<file path="src/design/apsl_pkg.sv">
// ----------------------------------------------------------------------------
// apsl_pkg
// constants, widths, nal type codes and the word type of the locator
// ----------------------------------------------------------------------------
package apsl_pkg;

    localparam int MAX_BYTES  = 1048576;
    localparam int MAX_NALS   = 1024;

    localparam int POS_W      = 21;
    localparam int OFF_W      = 20;
    localparam int LEN_W      = 21;
    localparam int HC_W       = 11;
    localparam int TYPE_W     = 6;

    localparam int APB_ADDR_W = 3;
    localparam int APB_DATA_W = 32;
    localparam int REG_IDX_W  = 1;

    localparam logic [REG_IDX_W-1:0] REG_HEVC_MODE = 1'b0;

    localparam logic [TYPE_W-1:0] H264_SPS = 6'd7;
    localparam logic [TYPE_W-1:0] H264_PPS = 6'd8;
    localparam logic [TYPE_W-1:0] HEVC_VPS = 6'd32;
    localparam logic [TYPE_W-1:0] HEVC_SPS = 6'd33;
    localparam logic [TYPE_W-1:0] HEVC_PPS = 6'd34;

    typedef struct packed {
        logic [7:0] data_byte;
        logic       last_byte;
    } word_t;

endpackage

</file>
<file path="src/design/apsl_in_if.sv">
// ----------------------------------------------------------------------------
// apsl_in_if
// byte channel of the locator: one access unit byte per word
// ----------------------------------------------------------------------------
interface apsl_in_if;

    logic       valid;
    logic       ready;
    logic [7:0] data_byte;
    logic       last_byte;

    modport source (output valid, output data_byte, output last_byte, input ready);
    modport sink   (input valid, input data_byte, input last_byte, output ready);

endinterface

</file>
<file path="src/design/apsl_out_if.sv">
// ----------------------------------------------------------------------------
// apsl_out_if
// result channel of the locator: one word per buffer
// ----------------------------------------------------------------------------
interface apsl_out_if;

    logic                       valid;
    logic                       ready;
    logic                       found;
    logic [apsl_pkg::OFF_W-1:0] start_offset;
    logic [apsl_pkg::LEN_W-1:0] total_length;
    logic                       too_long;

    modport source (output valid, output found, output start_offset,
                    output total_length, output too_long, input ready);
    modport sink   (input valid, input found, input start_offset,
                    input total_length, input too_long, output ready);

endinterface

</file>
<file path="src/design/apsl_cfg.sv">
// ----------------------------------------------------------------------------
// apsl_cfg
// apb register file holding the codec mode select
// ----------------------------------------------------------------------------
module apsl_cfg
(
    input  logic                            clk,
    input  logic                            rst_n,
    input  logic                            psel,
    input  logic                            penable,
    input  logic                            pwrite,
    input  logic [apsl_pkg::APB_ADDR_W-1:0] paddr,
    input  logic [apsl_pkg::APB_DATA_W-1:0] pwdata,
    output logic [apsl_pkg::APB_DATA_W-1:0] prdata,
    output logic                            pready,
    output logic                            hevc_mode
);

    logic                              hevc_mode_reg;
    logic [apsl_pkg::REG_IDX_W-1:0]    reg_idx;
    logic                              wr_en;

    assign reg_idx = paddr[apsl_pkg::APB_ADDR_W-1:2];
    assign wr_en   = psel && penable && pwrite;
    assign pready  = 1'b1;

    always_ff @(posedge clk or negedge rst_n)
    begin
        if (!rst_n)
        begin
            hevc_mode_reg <= 1'b0;
        end
        else if (wr_en && (reg_idx == apsl_pkg::REG_HEVC_MODE))
        begin
            hevc_mode_reg <= pwdata[0];
        end
    end

    always_comb
    begin
        prdata = '0;
        unique case (reg_idx)
            apsl_pkg::REG_HEVC_MODE: prdata[0] = hevc_mode_reg;
            default:                 prdata    = '0;
        endcase
    end

    assign hevc_mode = hevc_mode_reg;

endmodule

</file>
<file path="src/design/apsl_in_stage.sv">
// ----------------------------------------------------------------------------
// apsl_in_stage
// input register in front of the scan core, refilled in the cycle it drains
// ----------------------------------------------------------------------------
module apsl_in_stage
(
    input  logic              clk,
    input  logic              rst_n,
    apsl_in_if.sink           bytes,
    input  logic              take,
    output logic              word_valid,
    output apsl_pkg::word_t   word
);

    logic            valid_reg;
    apsl_pkg::word_t word_reg;
    logic            load;

    assign bytes.ready = !valid_reg || take;
    assign load        = bytes.valid && bytes.ready;

    always_ff @(posedge clk or negedge rst_n)
    begin
        if (!rst_n)
        begin
            valid_reg <= 1'b0;
        end
        else if (load)
        begin
            valid_reg <= 1'b1;
        end
        else if (take)
        begin
            valid_reg <= 1'b0;
        end
    end

    always_ff @(posedge clk)
    begin
        if (load)
        begin
            word_reg.data_byte <= bytes.data_byte;
            word_reg.last_byte <= bytes.last_byte;
        end
    end

    assign word_valid = valid_reg;
    assign word       = word_reg;

endmodule

</file>
<file path="src/design/apsl_core.sv">
// ----------------------------------------------------------------------------
// apsl_core
// start code scan, nal bookkeeping, group match and the result register
// ----------------------------------------------------------------------------
module apsl_core
(
    input  logic              clk,
    input  logic              rst_n,
    input  logic              hevc_mode,
    input  logic              word_valid,
    input  apsl_pkg::word_t   word,
    output logic              take,
    apsl_out_if.source        results
);

    typedef struct packed {
        logic                       stop;
        logic [apsl_pkg::OFF_W-1:0] best_off;
        logic [apsl_pkg::LEN_W-1:0] best_len;
    } match_t;

    // closes the newest nal ending at nal_end
    function automatic match_t close_nal(
        input match_t                      cur,
        input logic                        mode,
        input logic [apsl_pkg::HC_W-1:0]   hc,
        input logic [apsl_pkg::TYPE_W-1:0] t0,
        input logic [apsl_pkg::TYPE_W-1:0] t1,
        input logic [apsl_pkg::TYPE_W-1:0] t2,
        input logic [apsl_pkg::OFF_W-1:0]  off1,
        input logic [apsl_pkg::OFF_W-1:0]  off2,
        input logic [apsl_pkg::POS_W-1:0]  nal_end,
        input logic [apsl_pkg::POS_W-1:0]  nal_len
    );
        match_t res;
        res = cur;
        if ((hc >= apsl_pkg::HC_W'(2)) && !cur.stop)
        begin
            if (nal_len == '0)
            begin
                res.stop = 1'b1;
            end
            else if (mode)
            begin
                if ((t0 == apsl_pkg::HEVC_PPS) && (t1 == apsl_pkg::HEVC_SPS) &&
                    (hc >= apsl_pkg::HC_W'(3)) && (t2 == apsl_pkg::HEVC_VPS))
                begin
                    res.best_off = off2;
                    res.best_len = nal_end - apsl_pkg::POS_W'(off2);
                end
            end
            else if ((t0 == apsl_pkg::H264_PPS) && (t1 == apsl_pkg::H264_SPS))
            begin
                res.best_off = off1;
                res.best_len = nal_end - apsl_pkg::POS_W'(off1);
            end
        end
        return res;
    endfunction

    logic [7:0]                  win_reg   [4];
    logic [7:0]                  win_next  [4];
    logic [apsl_pkg::POS_W-1:0]  pos_reg, pos_next;
    logic [apsl_pkg::HC_W-1:0]   hc_reg, hc_next;
    logic [apsl_pkg::TYPE_W-1:0] types_reg [3];
    logic [apsl_pkg::TYPE_W-1:0] types_next[3];
    logic [apsl_pkg::OFF_W-1:0]  offs_reg  [3];
    logic [apsl_pkg::OFF_W-1:0]  offs_next [3];
    logic                        stop_reg;
    logic [apsl_pkg::OFF_W-1:0]  best_off_reg;
    logic [apsl_pkg::LEN_W-1:0]  best_len_reg;
    logic                        ovf_reg, ovf_next;

    logic                        out_valid_reg;
    logic                        found_reg;
    logic [apsl_pkg::OFF_W-1:0]  start_offset_reg;
    logic [apsl_pkg::LEN_W-1:0]  total_length_reg;
    logic                        too_long_reg;

    logic                        ovf_now;
    logic                        hdr;
    logic [apsl_pkg::TYPE_W-1:0] typ;
    logic [2:0]                  cut;
    logic [apsl_pkg::POS_W-1:0]  end1, len1, len2;
    match_t                      cur, cl1, cl2;
    logic                        final_ok;
    logic                        found_c;
    logic [apsl_pkg::OFF_W-1:0]  off_c;
    logic [apsl_pkg::LEN_W-1:0]  len_c;

    assign take = word_valid && (!word.last_byte || !out_valid_reg || results.ready);

    always_comb
    begin
        ovf_now = pos_reg >= apsl_pkg::POS_W'(apsl_pkg::MAX_BYTES);
        hdr     = !ovf_now && (pos_reg >= apsl_pkg::POS_W'(4)) &&
                  (hc_reg < apsl_pkg::HC_W'(apsl_pkg::MAX_NALS)) &&
                  (win_reg[0] == 8'h01) && (win_reg[1] == 8'h00) && (win_reg[2] == 8'h00);
        typ     = hevc_mode ? word.data_byte[6:1] : {1'b0, word.data_byte[4:0]};
        cut     = (win_reg[3] == 8'h00) ? 3'd4 : 3'd3;
        end1    = pos_reg - apsl_pkg::POS_W'(cut);
        len1    = end1 - apsl_pkg::POS_W'(offs_reg[0]);

        cur.stop     = stop_reg;
        cur.best_off = best_off_reg;
        cur.best_len = best_len_reg;
        cl1          = cur;
        if (hdr && (hc_reg != '0))
        begin
            cl1 = close_nal(cur, hevc_mode, hc_reg, types_reg[0], types_reg[1],
                            types_reg[2], offs_reg[1], offs_reg[2], end1, len1);
        end

        types_next = types_reg;
        offs_next  = offs_reg;
        hc_next    = hc_reg;
        if (hdr)
        begin
            types_next[2] = types_reg[1];
            types_next[1] = types_reg[0];
            types_next[0] = typ;
            offs_next[2]  = offs_reg[1];
            offs_next[1]  = offs_reg[0];
            offs_next[0]  = pos_reg[apsl_pkg::OFF_W-1:0];
            hc_next       = hc_reg + 1'b1;
        end

        win_next = win_reg;
        pos_next = pos_reg;
        if (!ovf_now)
        begin
            win_next[3] = win_reg[2];
            win_next[2] = win_reg[1];
            win_next[1] = win_reg[0];
            win_next[0] = word.data_byte;
            pos_next    = pos_reg + 1'b1;
        end
        ovf_next = ovf_reg || ovf_now;

        // end of buffer: the newest nal runs to the last byte
        len2     = pos_next - apsl_pkg::POS_W'(offs_next[0]);
        final_ok = !ovf_next && (pos_next >= apsl_pkg::POS_W'(8));
        cl2      = cl1;
        if (final_ok && (hc_next != '0))
        begin
            cl2 = close_nal(cl1, hevc_mode, hc_next, types_next[0], types_next[1],
                            types_next[2], offs_next[1], offs_next[2], pos_next, len2);
        end
        found_c = final_ok && (cl2.best_len != '0);
        off_c   = found_c ? (cl2.best_off - apsl_pkg::OFF_W'(3)) : '0;
        len_c   = found_c ? (cl2.best_len + apsl_pkg::LEN_W'(3)) : '0;
    end

    always_ff @(posedge clk or negedge rst_n)
    begin
        if (!rst_n)
        begin
            win_reg       <= '{default: '0};
            pos_reg       <= '0;
            hc_reg        <= '0;
            types_reg     <= '{default: '0};
            offs_reg      <= '{default: '0};
            stop_reg      <= 1'b0;
            best_off_reg  <= '0;
            best_len_reg  <= '0;
            ovf_reg       <= 1'b0;
            out_valid_reg <= 1'b0;
        end
        else
        begin
            if (take)
            begin
                if (word.last_byte)
                begin
                    win_reg      <= '{default: '0};
                    pos_reg      <= '0;
                    hc_reg       <= '0;
                    types_reg    <= '{default: '0};
                    offs_reg     <= '{default: '0};
                    stop_reg     <= 1'b0;
                    best_off_reg <= '0;
                    best_len_reg <= '0;
                    ovf_reg      <= 1'b0;
                end
                else
                begin
                    win_reg      <= win_next;
                    pos_reg      <= pos_next;
                    hc_reg       <= hc_next;
                    types_reg    <= types_next;
                    offs_reg     <= offs_next;
                    stop_reg     <= cl1.stop;
                    best_off_reg <= cl1.best_off;
                    best_len_reg <= cl1.best_len;
                    ovf_reg      <= ovf_next;
                end
            end
            if (take && word.last_byte)
            begin
                out_valid_reg <= 1'b1;
            end
            else if (results.ready)
            begin
                out_valid_reg <= 1'b0;
            end
        end
    end

    always_ff @(posedge clk)
    begin
        if (take && word.last_byte)
        begin
            found_reg        <= found_c;
            start_offset_reg <= off_c;
            total_length_reg <= len_c;
            too_long_reg     <= ovf_next;
        end
    end

    assign results.valid        = out_valid_reg;
    assign results.found        = found_reg;
    assign results.start_offset = start_offset_reg;
    assign results.total_length = total_length_reg;
    assign results.too_long     = too_long_reg;

endmodule

</file>
<file path="src/design/annexb_parameter_set_locator_unit.sv">
// ----------------------------------------------------------------------------
// annexb_parameter_set_locator_unit
// locates the sps/pps (or vps/sps/pps) group in one annex b access unit
//
//   channel   dir   handshake       payload
//   bytes     in    valid/ready     data_byte, last_byte
//   results   out   valid/ready     found, start_offset, total_length, too_long
//   apb       in    psel/penable    hevc_mode at byte address 0
//
// one byte per cycle sustained; the scan state updates in the single stage
// after the input register
// a result is held in the result register once the last byte has passed the input register
// a waiting result stalls only a following last byte, other bytes flow on
// reset clears all scan state and selects h.264 mode
// ----------------------------------------------------------------------------
module annexb_parameter_set_locator_unit
(
    input  logic                            clk,
    input  logic                            rst_n,
    input  logic                            psel,
    input  logic                            penable,
    input  logic                            pwrite,
    input  logic [apsl_pkg::APB_ADDR_W-1:0] paddr,
    input  logic [apsl_pkg::APB_DATA_W-1:0] pwdata,
    output logic [apsl_pkg::APB_DATA_W-1:0] prdata,
    output logic                            pready,
    apsl_in_if.sink                         bytes,
    apsl_out_if.source                      results
);

    logic            hevc_mode;
    logic            word_valid;
    logic            take;
    apsl_pkg::word_t word;

    apsl_cfg u_cfg
    (
        .clk       (clk),
        .rst_n     (rst_n),
        .psel      (psel),
        .penable   (penable),
        .pwrite    (pwrite),
        .paddr     (paddr),
        .pwdata    (pwdata),
        .prdata    (prdata),
        .pready    (pready),
        .hevc_mode (hevc_mode)
    );

    apsl_in_stage u_in_stage
    (
        .clk        (clk),
        .rst_n      (rst_n),
        .bytes      (bytes),
        .take       (take),
        .word_valid (word_valid),
        .word       (word)
    );

    apsl_core u_core
    (
        .clk        (clk),
        .rst_n      (rst_n),
        .hevc_mode  (hevc_mode),
        .word_valid (word_valid),
        .word       (word),
        .take       (take),
        .results    (results)
    );

endmodule

</file>
<file path="src/flat_wrapper.sv">
// flat-port wrapper written by rule: the top's interface ports become plain ports
module annexb_parameter_set_locator_unit_flat 
  (clk, rst_n, psel, penable, pwrite, paddr, pwdata, prdata, pready, bytes_valid, bytes_data_byte, bytes_last_byte, bytes_ready, results_valid, results_found, results_start_offset, results_total_length, results_too_long, results_ready);
  apsl_in_if bytes_i ();
  apsl_out_if results_i ();
  input  logic clk;
  input  logic rst_n;
  input  logic psel;
  input  logic penable;
  input  logic pwrite;
  input  logic [apsl_pkg::APB_ADDR_W-1:0] paddr;
  input  logic [apsl_pkg::APB_DATA_W-1:0] pwdata;
  output logic [apsl_pkg::APB_DATA_W-1:0] prdata;
  output logic pready;
  input wire logic [$bits(bytes_i.valid)-1:0] bytes_valid;
  input wire logic [$bits(bytes_i.data_byte)-1:0] bytes_data_byte;
  input wire logic [$bits(bytes_i.last_byte)-1:0] bytes_last_byte;
  output wire logic [$bits(bytes_i.ready)-1:0] bytes_ready;
  output wire logic [$bits(results_i.valid)-1:0] results_valid;
  output wire logic [$bits(results_i.found)-1:0] results_found;
  output wire logic [$bits(results_i.start_offset)-1:0] results_start_offset;
  output wire logic [$bits(results_i.total_length)-1:0] results_total_length;
  output wire logic [$bits(results_i.too_long)-1:0] results_too_long;
  input wire logic [$bits(results_i.ready)-1:0] results_ready;
  assign bytes_i.valid = bytes_valid;
  assign bytes_i.data_byte = bytes_data_byte;
  assign bytes_i.last_byte = bytes_last_byte;
  assign bytes_ready = bytes_i.ready;
  assign results_valid = results_i.valid;
  assign results_found = results_i.found;
  assign results_start_offset = results_i.start_offset;
  assign results_total_length = results_i.total_length;
  assign results_too_long = results_i.too_long;
  assign results_i.ready = results_ready;
  annexb_parameter_set_locator_unit u_core (.clk(clk), .rst_n(rst_n), .psel(psel), .penable(penable), .pwrite(pwrite), .paddr(paddr), .pwdata(pwdata), .prdata(prdata), .pready(pready), .bytes(bytes_i), .results(results_i));
endmodule
</file>
<file path="config.mk">
export PLATFORM = sky130hd
export DESIGN_NAME = annexb_parameter_set_locator_unit_flat
export DESIGN_NICKNAME = d
export VERILOG_FILES = /design/src/design/apsl_pkg.sv /design/src/design/apsl_in_if.sv /design/src/design/apsl_out_if.sv /design/src/design/apsl_cfg.sv /design/src/design/apsl_in_stage.sv /design/src/design/apsl_core.sv /design/src/design/annexb_parameter_set_locator_unit.sv /design/src/flat_wrapper.sv
export SDC_FILE = /design/constraint.sdc
export NUM_CORES = 1
export LEC_CHECK = 0
export ABC_AREA = 1
export BUFFER_PORTS_ARGS = -buffer_cell sky130_fd_sc_hd__buf_2
export CAP_MARGIN = 20
export CORE_MARGIN = 1
export CORE_UTILIZATION = 40
export DETAILED_ROUTE_END_ITERATION = 7
export PLACE_DENSITY = 0.61
export SETUP_SLACK_MARGIN = 0.4
export SKIP_LAST_GASP = 1
export SYNTH_ARGS = -nofsm -noshare
export SYNTH_HDL_FRONTEND = slang
export SYNTH_SLANG_ARGS = --single-unit
</file>
<file path="constraint.sdc">
create_clock -name clk -period 5.8 [get_ports clk]
set_clock_uncertainty 0.15 [all_clocks]
set_input_delay 0.87 -clock clk [delete_from_list [all_inputs] [get_ports clk]]
set_output_delay 0.87 -clock clk [all_outputs]
set_load 0.05 [all_outputs]
</file>
* Word-level counts from Yosys, hierarchy flattened
Cells that the tools add are included.
** Cells by class
- Reduce and logical (&&, ||, !) cells :: 47
- Order comparisons :: 8
- Add/subtract/negate cells :: 11
- Equality and inequality tests :: 12
- Muxes and demuxes :: 34
- Bitwise logic cells :: 1
** Operators with widths (count)
- $mux W41 :: 10
- $sub A21 B20 Y21 :: 6
- $mux W60 :: 2
- $mux W42 :: 2
- $mux W32 :: 2
- $mux W21 :: 3
- $ge A11 B2 Y1 const B :: 4
- $logic_not A21 Y1 :: 2
- $eq A6 B6 Y1 const B :: 6
- $mux W18 :: 2
- $logic_and A1 B1 Y1 :: 25
- $logic_not A8 Y1 :: 3
- $mux W11 :: 2
- $reduce_bool A11 Y1 :: 2
- $add A21 B1 Y21 const B :: 1
- $add A21 B2 Y21 const B :: 1
- $ge A21 B21 Y1 const B :: 1
- $ge A21 B3 Y1 const B :: 1
- $ge A21 B4 Y1 const B :: 1
- $reduce_bool A21 Y1 :: 1
- $sub A21 B3 Y21 :: 1
- $mux W20 :: 1
- $sub A20 B2 Y20 const B :: 1
- $eq A6 B3 Y1 const B :: 2
- other kinds (13) :: 31
** Storage, ports and cells
- Logic and storage cells :: 138
- Flip-flop bits (word level) :: 240
- Output and inout port bits :: 78
- Bits of input ports :: 51

* Longest topological paths before layout
Gate-level depths: netlist (run 1).
- Word-level depth :: 19
- Depth in mapped cells :: 45
- Gate-level depth less buffers :: 40

* Cells and area by module
A second synthesis (run 1) with hierarchy kept.
** Second synthesis, totals
- Cells, all modules :: 3721
- Area total of the unflattened synthesis :: 23618.9 um2
** By module, submodules not included
- apsl_core :: cells an instance 3661, area an instance 22989.5 um2, instances 1, sequential area each 5945.7 um2
- apsl_in_stage :: cells an instance 15, area an instance 315.3 um2, instances 1, sequential area each 295.3 um2
- apsl_cfg :: cells an instance 45, area an instance 314.1 um2, instances 1, sequential area each 25.0 um2

* Worst setup path before layout (run 1)
No wires, ideal clock.
- Kind :: flip-flop to flip-flop
- From :: register u_core.u_core.pos_reg[5] (netlist name)
- To :: register u_core.u_core.start_offset_reg, in the netlist u_core.u_core.results.start_offset[13], data pin
- Required time :: 5396 ps
- Setup slack :: 109 ps
- Cell stages (with the launch flop) :: 35
- Data arrival time :: 5286 ps
- Library setup time :: 254 ps
- Period minus slack after synthesis :: 5691 ps
- Path buffers :: 8
- Cell sequence :: dfrtp_1 -> buf_6 -> nor2_2 -> nand2_1 -> nor2_4 -> nand3_4 -> nand2_8 -> buf_6 -> clkbuf_1 -> clkbuf_1 -> clkbuf_1 -> clkbuf_1 -> nand2_1 -> o21ai_0 -> ha_1 -> a21oi_1 -> o21ai_0 -> o21ai_0 -> nand3_1 -> a21o_1 -> nor2_1 -> inv_1 -> nand4_1 -> nand2_1 -> nor2_4 -> buf_2 -> nand3_1 -> nand2_1 -> ha_1 -> nand3_1 -> nor2_1 -> nand3_1 -> nand2_2 -> buf_6 -> nor2_1
** Between the ends
- Longest elaborated chain between the ends :: 19
- Elaborated cells between the ends (all ways) :: 58
- Those cells by class :: add/sub: 9; order compare: 5; eq/ne: 5; mux: 17; reduce/logical: 22
** Ends and longest elaborated chain
- start, declared :: line apsl_core.sv:63 : logic [apsl_pkg::POS_W-1:0] pos_reg, pos_next;
- start signal, assigned :: line apsl_core.sv:188 : pos_reg <= pos_next;
- parallel branches: the longest is 19 deep, another holds $sub A21 B3 Y21
- end signal, assigned :: line apsl_core.sv:214 : start_offset_reg <= off_c;
- end, declared :: line apsl_core.sv:76 : logic [apsl_pkg::OFF_W-1:0] start_offset_reg;
Parallel ways; which one is timed is not known.
A chain may end at the register's enable or synchronous reset.

* Worst setup path after layout (run 1)
- From :: register u_core.u_core.win_reg[1] (netlist name)
- To :: register u_core.u_core.start_offset_reg, in the netlist u_core.u_core.results.start_offset[16], data pin
** Between the ends
- Longest elaborated chain between the ends :: 16
- Elaborated cells between the ends (all ways) :: 25
- Those cells by class :: add/sub: 5; mux: 14; reduce/logical: 6
** Ends and longest elaborated chain
- start, declared :: line apsl_core.sv:61 : logic [7:0] win_reg [4];
- start signal, assigned :: line apsl_core.sv:187 : win_reg <= win_next;
- $logic_not A8 Y1 (*) :: line apsl_core.sv:100 : cut = (win_reg[3] == 8'h00) ? 3'd4 : 3'd3;
- $mux W3 (*) :: line apsl_core.sv:100
- $sub A21 B3 Y21 (*) :: line apsl_core.sv:101 : end1 = pos_reg - apsl_pkg::POS_W'(cut);
- parallel branches: the longest is 4 deep, another holds $sub A21 B20 Y21
- $mux W42 (*) :: line apsl_core.sv:37 : if ((hc >= apsl_pkg::HC_W'(2)) && !cur.stop)
- $mux W42 (*) :: line apsl_core.sv:108 : if (hdr && (hc_reg != '0))
- $mux W41, on equally long branches :: line apsl_core.sv:52, apsl_core.sv:45
- $mux W41 :: line apsl_core.sv:43 : else if (mode)
- $mux W41 :: line apsl_core.sv:39 : if (nal_len == '0)
- $mux W41 :: line apsl_core.sv:37
- $mux W41 (*) :: line apsl_core.sv:144 : if (final_ok && (hc_next != '0))
- parallel branches: the longest is 2 deep, another holds $sub A20 B2 Y20
Mark *: on every way between the ends.

==> summary.md, run 1 <==
| Metric | Value |
|---|---|
| Number of cells produced by synthesis | 3,561 |
| Clock buffer count from CTS | 28 |
| Period Utilization, post-route | 103.8% |
| Max clock buf depth | 3 |
| CTS tree | yes |
| Final nets | 4,169 |
| Worst-Margin Slew | 1.061 ns |
| Synth Area in Compound Gates | 17.86% |
| Minimum clock period after layout | 6.022 ns |
| Violation count after the first detailed-route iteration | 2,307 |
| Final wirelength | 89,070 microns |
| Mean instance size in the synthesized netlist | 6.462 sq um |
| Max frequency | 166.1 MHz |
| Via count of the first global-routing pass | 23,877 |
| Clock latency on the worst-skew pair | 0.59 ns |
| Commonest register cell after synthesis | sky130_fd_sc_hd__dfrtp_1 |
| Mapped Area | 23,010 sq um |
| Xor/xnor share of the synthesized area | 3.192% |
| Clock power frac | 18.6% |
| Most frequent CP cell | sky130_fd_sc_hd__nand2_4 |
| Violations in the final reports | setup timing |
| CTS H-tree depth | 1 |
| Normalized max-slew margin | 29.30% |
| Hold Path Class | in -> async |
| Largest net degree at the start of global routing | 100 |
| Initial standard-cell utilization of the core | 40.65% |
| Synthesis warning total | 0 |
| Leakage power | 14.97 nW |
| R2r worst-path depth | 36 |
| Final worst setup slack | -0.2220 ns |
| Total of buffers placed on input and output ports | 63 |
| Root cell of the clock tree | sky130_fd_sc_hd__clkbuf_16 |
| Placement Rows | 87 |
| Simple-Gate Fraction of Synth Area | 32.69% |
| Hold Vio Cnt, Final | 0 |
| MaxCap Viol Count | 0 |
| Clock slew at reported path FFs | 0.06 ns |
| Startpoint Class | register |
| Count of cell types in the netlist | 58 |
| RSZ-0062 raised after global routing | true |
| Reg2Reg Setup Slack | -0.22 ns |
| Part of the power in registers | 18.1% |
| Overflow left after global routing | 0 |
| Cell with the largest stage delay on the worst path | sky130_fd_sc_hd__dfrtp_1 |
| Internal portion of total power | 5.456 mW |
| Place WS | -0.4816 ns |
| Routability congestion estimate from global placement | 1.020 |
| Total of flip-flops plus latches after synthesis | 240 |
| Cts hold-fix bufs | 0 |
| Detailed-router iteration count before antenna repair | 6 |
| Cell family contributing the most delay on the critical path | simple AND/OR/NAND/NOR gates |
| Switching portion of total power | 45.70% |
| Main combinational cell family by area after synthesis | simple AND/OR/NAND/NOR gates |
| Kind of end point of the critical path | register |
| Initial antenna violation count | 0 |
| Routed vias | 25,557 |
| Estimated wirelength of the detail-placed design | 67,830 microns |
| Flip-flop count of the largest register after layout | 60 |
| Die Outline Area | 58,490 sq um |
| Max-slew violation count | 0 |
| WP buf/inv | 8 |
| Placeable core area | 56,600 sq um |
| Antenna diode count | 0 |
| Sequential cell area fraction in the yosys report | 27.23% |
| # DRC | 0 |
| Peak per-stage delay on the critical path | 0.42 ns |
| Layout filler cell count | 5,696 |
| Detail Route Antenna Nets | 0 |
| Fraction of layout instances using a drive strength above 1 | 21.87% |
| Critical path data arrival time | 6.21 ns |
| Capture point of the worst reg-to-reg path | u_core.u_core.results.start_offset[16] |
| Data required, critical path | 5.99 ns |
| Die Height | 241.9 microns |
| Wire length per cell | 18.71 microns |
| Critical Path Fanout Max | 7 |
| Adder and majority gate portion of the synthesized area | 7.503% |
| Clk sinks | 240 |
| EDFF count, synth | 52 |
| First-pass GRT wire length | 134,900 microns |
| Async set-reset flop share out of synthesis | 78.33% |
| Number of endpoints failing setup at the final stage | 42 |
| GR Util All Layers | 29.43% |
| Routed via count divided by cell count | 5.368 |
| Syn-to-layout area delta | 27.59% |
| Result of the run | finished with violations |
| Net Sw Power | 4.593 mW |
| Multiplexer share of the synthesized area | 0.04350% |
| Number of top-level design ports | 129 |
| Minimum hold slack | 0.2010 ns |
| X dimension of the die | 241.9 microns |
| Part of the total power dissipated in combinational logic | 63.2% |
| Worst ir drop on vdd | 270.6 uV |
| Setup CP Type | reg -> reg |
| Startpoint of the worst register-to-register path | u_core.u_core.win_reg[1] |
| Power density of the placed cells | 342.3 nW/um^2 |
repair_timing:
action,in CTS,in global routing
setup endpoints to repair,43,60
gates resized for setup,182,104
pin swaps,49,55
cloned,5,1
buffers inserted,29,8
layer usage:
| layer | track usage (%) | routed length [microns] | vias to the layer above |
|---|---|---|---|
| met3 | 5.427 | 7012 | 187 |
| met2 | 47.19 | 40040 | 926 |
| met4 | 11.71 | 3869 | 0 |
| li1 | - | - | 12625 |
| met1 | 39.00 | 38150 | 11819 |
| met5 | 0 | 0 | - |
per-stage QoR:
step | util [%] | power [mW] | area, sq um | TNS (ns) | cells
after floorplan | - | 5.290 | 23140 | 0 | 3591
after global placement | 47.31 | 7.390 | 26780 | -17.99 | 4666
after detailed placement | 47.31 | 7.408 | 26780 | -18.98 | 4666
after CTS | 50.93 | 9.628 | 28830 | -0.4440 | 4752
after global routing | 51.87 | 10.71 | 29360 | -15.61 | 4761
final | 51.87 | 10.05 | 29360 | -8.019 | 4761
layout make-up:
class	count	area, sq um	share of cell area (%)
clock buffer	39	813.3	2.770
clock inverter	13	131.4	0.4475
inverter	484	1827	6.222
multi-input combinational	2717	15380	52.37
sequential	240	6267	21.35
tap	756	945.9	3.222
timing repair buffer	512	3999	13.62
cells in the final DEF (no fill, tap or decap), drive strengths merged, types with 41 or more instances in the layout:
cell,netlist,layout
a21oi,238,238
buf,72,510
clkbuf,78,41
dfrtp,188,188
edfxtp,52,52
ha,130,130
inv,480,483
nand2,937,937
nand3,329,329
nand4,63,63
nor2,287,287
o21ai,319,319
o22ai,115,115
xor2,60,60
how the worst max path moves through the flow:
| stage | start | endpoint | depth (start not counted) |
|---|---|---|---|
| 6_report | u_core.u_core.win_reg[1] | u_core.u_core.results.start_offset[16] | 36 |
| 3_5_place_dp | u_core.u_core.win_reg[1] | u_core.u_core.results.start_offset[16] | 41 |
| 2_1_floorplan | u_core.u_core.pos_reg[5] | u_core.u_core.results.start_offset[13] | 33 |
| 5_1_grt | u_core.u_core.win_reg[5] | u_core.u_core.results.total_length[18] | 37 |
| 3_3_place_gp | u_core.u_core.win_reg[1] | u_core.u_core.results.start_offset[11] | 31 |
| 4_1_cts | u_core.u_core.win_reg[2] | u_core.u_core.results.start_offset[11] | 41 |
kinds of logic (layout without fill, tap and decap cells):
group           count (synthesis)  after routing
compound gates                748            748
xor+xnor                       83             83
fa+ha+maj                     135            135
buf+inv                       634           1048
flops                         240            240
mux                             1              1
other cells                     2             32
simple gates                 1718           1718
synth_stat cells (7+ instances only):
cell,number,area share [%]
sky130_fd_sc_hd__o21ai_0,294,6.4
sky130_fd_sc_hd__nor2_2,20,0.54
sky130_fd_sc_hd__and2_1,11,0.30
sky130_fd_sc_hd__nand3_2,7,0.30
sky130_fd_sc_hd__nand2_2,13,0.35
sky130_fd_sc_hd__a21oi_1,237,5.2
sky130_fd_sc_hd__ha_1,130,7.1
sky130_fd_sc_hd__buf_4,38,1.2
sky130_fd_sc_hd__nor3_1,30,0.65
sky130_fd_sc_hd__nand2_1,923,15
sky130_fd_sc_hd__clkbuf_1,78,1.3
sky130_fd_sc_hd__o211ai_1,11,0.36
sky130_fd_sc_hd__a21boi_0,8,0.26
sky130_fd_sc_hd__o21ai_2,8,0.30
sky130_fd_sc_hd__buf_2,19,0.41
sky130_fd_sc_hd__xor2_1,59,2.2
sky130_fd_sc_hd__nand3b_1,19,0.62
sky130_fd_sc_hd__nand3_1,319,6.9
sky130_fd_sc_hd__xnor2_1,23,0.88
sky130_fd_sc_hd__a21o_1,15,0.49
sky130_fd_sc_hd__a31oi_1,9,0.24
sky130_fd_sc_hd__inv_2,29,0.47
sky130_fd_sc_hd__nor2_1,259,4.2
sky130_fd_sc_hd__o21ai_1,17,0.37
sky130_fd_sc_hd__edfxtp_1,52,6.8
sky130_fd_sc_hd__dfrtp_1,188,20
sky130_fd_sc_hd__o22ai_1,115,3.1
sky130_fd_sc_hd__nor4_1,16,0.43
sky130_fd_sc_hd__or2_2,18,0.49
sky130_fd_sc_hd__buf_6,10,0.49
sky130_fd_sc_hd__inv_1,450,7.3
sky130_fd_sc_hd__o21bai_1,13,0.42
sky130_fd_sc_hd__nand4_1,63,1.7
power groups by stage:
stage / registers (mW) / logic [mW] / clock network [mW]
after floorplan: 1.89 / 3.40 / 0
after global placement: 1.85 / 5.54 / 0
after detailed placement: 1.85 / 5.56 / 0
after CTS: 1.82 / 5.91 / 1.89
after global routing: 1.83 / 6.93 / 1.96
final: 1.82 / 6.35 / 1.87
No activity file was read; power rests on OpenSTA's default activity.
==> run 2: changes to the inputs <==
--- a/config.mk
+++ b/config.mk
@@ -8,6 +8,7 @@
 export ABC_AREA = 1
 export BUFFER_PORTS_ARGS = -buffer_cell sky130_fd_sc_hd__buf_2
 export CAP_MARGIN = 20
+export CORE_ASPECT_RATIO = 2
 export CORE_MARGIN = 1
 export CORE_UTILIZATION = 40
 export DETAILED_ROUTE_END_ITERATION = 7
==> run 2 against run 1 <==
Against the previous run: worst setup slack gained 0.13 ns; non-clock buffer count rose by 121; via count up 4.4%; global-route usage up 6.0 points; hold slack got worse by 0.13 ns; the run still ends with setup timing left; combinational power increased by 9.3%.
==> summary.md, run 2 (synthesis gave the netlist of run 1 again) <==
| Metric | Value |
|---|---|
| Result of the run | finished with violations (unchanged) |
| Violations in the final reports | setup timing (unchanged) |
| Number of top-level design ports | 129 (unchanged) |
| Via count of the first global-routing pass | 26,660 (was 23,877) |
| Clock buffer count from CTS | 25 (was 28) |
| Period Utilization, post-route | 101.5% (was 103.8%) |
| Commonest cells after routing, fill and taps aside | sky130_fd_sc_hd__nand2_1 (855), sky130_fd_sc_hd__buf_4 (531), sky130_fd_sc_hd__inv_1 (438), sky130_fd_sc_hd__nand3_1 (287), sky130_fd_sc_hd__o21ai_0 (272) (was sky130_fd_sc_hd__nand2_1 (860), sky130_fd_sc_hd__inv_1 (441), sky130_fd_sc_hd__buf_4 (418), sky130_fd_sc_hd__nand3_1 (302), sky130_fd_sc_hd__o21ai_0 (285)) |
| Placement Rows | 124 (was 87) |
| Cell family contributing the most delay on the critical path | simple AND/OR/NAND/NOR gates (unchanged) |
| Power density of the placed cells | 345.6 nW/um^2 (was 342.3 nW/um^2) |
| Utilization after layout | 53.13% (was 51.87%) |
| Clock latency on the worst-skew pair | 0.62 ns (was 0.59 ns) |
| Die Height | 341.2 microns (was 241.9 microns) |
| Routed vias | 26,689 (was 25,557) |
| First-pass GRT wire length | 152,600 microns (was 134,900 microns) |
| Root cell of the clock tree | sky130_fd_sc_hd__clkbuf_16 (unchanged) |
| Wire length per cell | 21.14 microns (was 18.71 microns) |
| Net Sw Power | 5.039 mW (was 4.593 mW) |
| GR Util All Layers | 35.39% (was 29.43%) |
| Part of the total power dissipated in combinational logic | 66.4% (was 63.2%) |
| Initial standard-cell utilization of the core | 40.41% (was 40.65%) |
| Clock slew at reported path FFs | 0.07 ns (was 0.06 ns) |
| Most frequent CP cell | sky130_fd_sc_hd__buf_4 (was sky130_fd_sc_hd__nand2_4) |
| # DRC | 0 (unchanged) |
| Detail Route Antenna Nets | 0 (unchanged) |
| Clk sinks | 240 (unchanged) |
| Flip-flop count of the largest register after layout | 60 (unchanged) |
| Register area | 6269 sq um (was 6267 sq um) |
| Cell with the largest stage delay on the worst path | sky130_fd_sc_hd__dfrtp_1 (unchanged) |
| MaxCap Viol Count | 0 (unchanged) |
| CTS H-tree depth | 1 (unchanged) |
| X dimension of the die | 171.6 microns (was 241.9 microns) |
| Most common cell after layout, fill and taps aside | sky130_fd_sc_hd__nand2_1 (unchanged) |
| Part of the power in registers | 17.4% (was 18.1%) |
| Overflow left after global routing | 0 (unchanged) |
| Hold Path Class | in -> async (unchanged) |
| Worst ir drop on vdd | 237.0 uV (was 270.6 uV) |
| Minimum clock period after layout | 5.888 ns (was 6.022 ns) |
| Final nets | 4,287 (was 4,169) |
| Data required, critical path | 6.02 ns (was 5.99 ns) |
| Max frequency | 169.8 MHz (was 166.1 MHz) |
| Max-slew violation count | 0 (unchanged) |
| Placeable core area | 56,940 sq um (was 56,600 sq um) |
| Internal portion of total power | 5.416 mW (was 5.456 mW) |
| Routed via count divided by cell count | 5.474 (was 5.368) |
| Syn-to-layout area delta | 31.46% (was 27.59%) |
| Final worst setup slack | -0.08776 ns (was -0.2220 ns) |
| Switching portion of total power | 48.20% (was 45.70%) |
| Final wirelength | 103,100 microns (was 89,070 microns) |
| Die Outline Area | 58,550 sq um (was 58,490 sq um) |
| Kind of end point of the critical path | register (unchanged) |
| Worst-Margin Slew | 1.184 ns (was 1.061 ns) |
| Setup CP Type | reg -> reg (unchanged) |
| Violation count after the first detailed-route iteration | 1,684 (was 2,307) |
| Detailed-router iteration count before antenna repair | 7 (was 6) |
| Peak per-stage delay on the critical path | 0.41 ns (was 0.42 ns) |
| Startpoint Class | register (unchanged) |
| Routability congestion estimate from global placement | 1.031 (was 1.020) |
| Fraction of layout instances using a drive strength above 1 | 24.42% (was 21.87%) |
| Multi-input combinational cell area | 15,410 sq um (was 15,380 sq um) |
| Initial antenna violation count | 3 (was 0) |
| Layout filler cell count | 5,783 (was 5,696) |
| Largest net degree at the start of global routing | 84 (was 100) |
| Setup Total Neg Slack | -2.593 ns (was -8.019 ns) |
| RSZ-0062 raised after global routing | true (unchanged) |
| Leakage power | 15.50 nW (was 14.97 nW) |
| Clock power frac | 16.2% (was 18.6%) |
| WP buf/inv | 10 (was 8) |
| Hold Vio Cnt, Final | 0 (unchanged) |
| Estimated wirelength of the detail-placed design | 78,670 microns (was 67,830 microns) |
| Number of endpoints failing setup at the final stage | 41 (was 42) |
| Cts hold-fix bufs | 0 (unchanged) |
| Total of buffers placed on input and output ports | 63 (unchanged) |
| CTS tree | yes (unchanged) |
| Max clock buf depth | 3 (unchanged) |
| Normalized max-slew margin | 20.74% (was 29.30%) |
| Critical Path Fanout Max | 8 (was 7) |
| Critical path data arrival time | 6.11 ns (was 6.21 ns) |
## run 2: routing by layer
metal / vias up / share of wire, % / track usage, %
met5: - / 0.041 / 0
met3: 520 / 5.8 / 6.639
met4: 6 / 12 / 33.85
li1: 12855 / - / -
met2: 1054 / 50 / 63.72
met1: 12254 / 32 / 32.65
## run 2: through the flow
| step | total power [mW] | hold slack (ns) | worst slack (ns) | cells | instance area [sq um] |
|---|---|---|---|---|---|
| detailed placement | 8.092 | 0.3408 | -0.6283 | 4794 | 27780 |
| floorplan | 5.290 | 0.3077 | 0.3999 | 3591 | 23140 |
| CTS | 9.938 | 0.09814 | -0.04880 | 4858 | 29200 |
| global placement | 8.055 | 0.3362 | -0.6214 | 4794 | 27780 |
| finish | 10.46 | 0.07364 | -0.08776 | 4876 | 30250 |
| global route | 11.06 | 0.1140 | -0.4325 | 4875 | 30250 |
## run 2: worst paths after layout
path	depth (start not counted)	end	from	slack, ns
worst max-delay path	37	u_core.u_core.results.total_length[5]	u_core.u_core.win_reg[1]	-0.09
worst min register to register	2	u_core.u_core.win_reg[31]	u_core.u_in_stage.word[8]	0.35
worst min-delay path	1	u_core.u_core.best_off_reg[13]	rst_n	0.07
max in group asynchronous	2	u_core.u_core.pos_reg[1]	rst_n	4.17
worst max register to register	37	u_core.u_core.results.total_length[5]	u_core.u_core.win_reg[1]	-0.09
min in group clk	1	u_core.u_in_stage.word[8]	bytes_data_byte[7]	0.28
## run 2: timing repair
| action | CTS | global route |
|---|---|---|
| pin swaps | 24 | 73 |
| cloned | 2 | 3 |
| resized for setup | 109 | 209 |
| endpoints found under the setup margin | 58 | 56 |
| setup buffers | 17 | 13 |
## run 2: power by group through the flow
| stage | clock, mW | sequential, mW | combinational, mW |
|---|---|---|---|
| final | 1.70 | 1.82 | 6.94 |
| after CTS | 1.71 | 1.82 | 6.41 |
| after global placement | 0 | 1.85 | 6.21 |
| after floorplan | 0 | 1.89 | 3.40 |
| after global routing | 1.77 | 1.82 | 7.47 |
| after detailed placement | 0 | 1.85 | 6.24 |
## run 2: worst reg2reg max path: cells and delay by family, from the launching register on
family	cells	cell delay [ns]
DFF	1	0.41
buffers and inverters	10	1.50
xor gates and xnor gates	2	0.37
and+or+nand+nor	18	2.14
AOI/OAI and AO/OA	5	0.61
adders and majority gates	2	0.47
## run 2: final cells by class
cell class | count | share of cell area (%)
multi-input cells | 2717 | 50.96
repair buffers | 633 | 16.49
inverters | 484 | 6.055
diodes | 1 | 0.008272
well taps | 756 | 3.127
clock buffers | 30 | 2.229
clock inverters | 15 | 0.4136
flip-flops and latches | 240 | 20.72
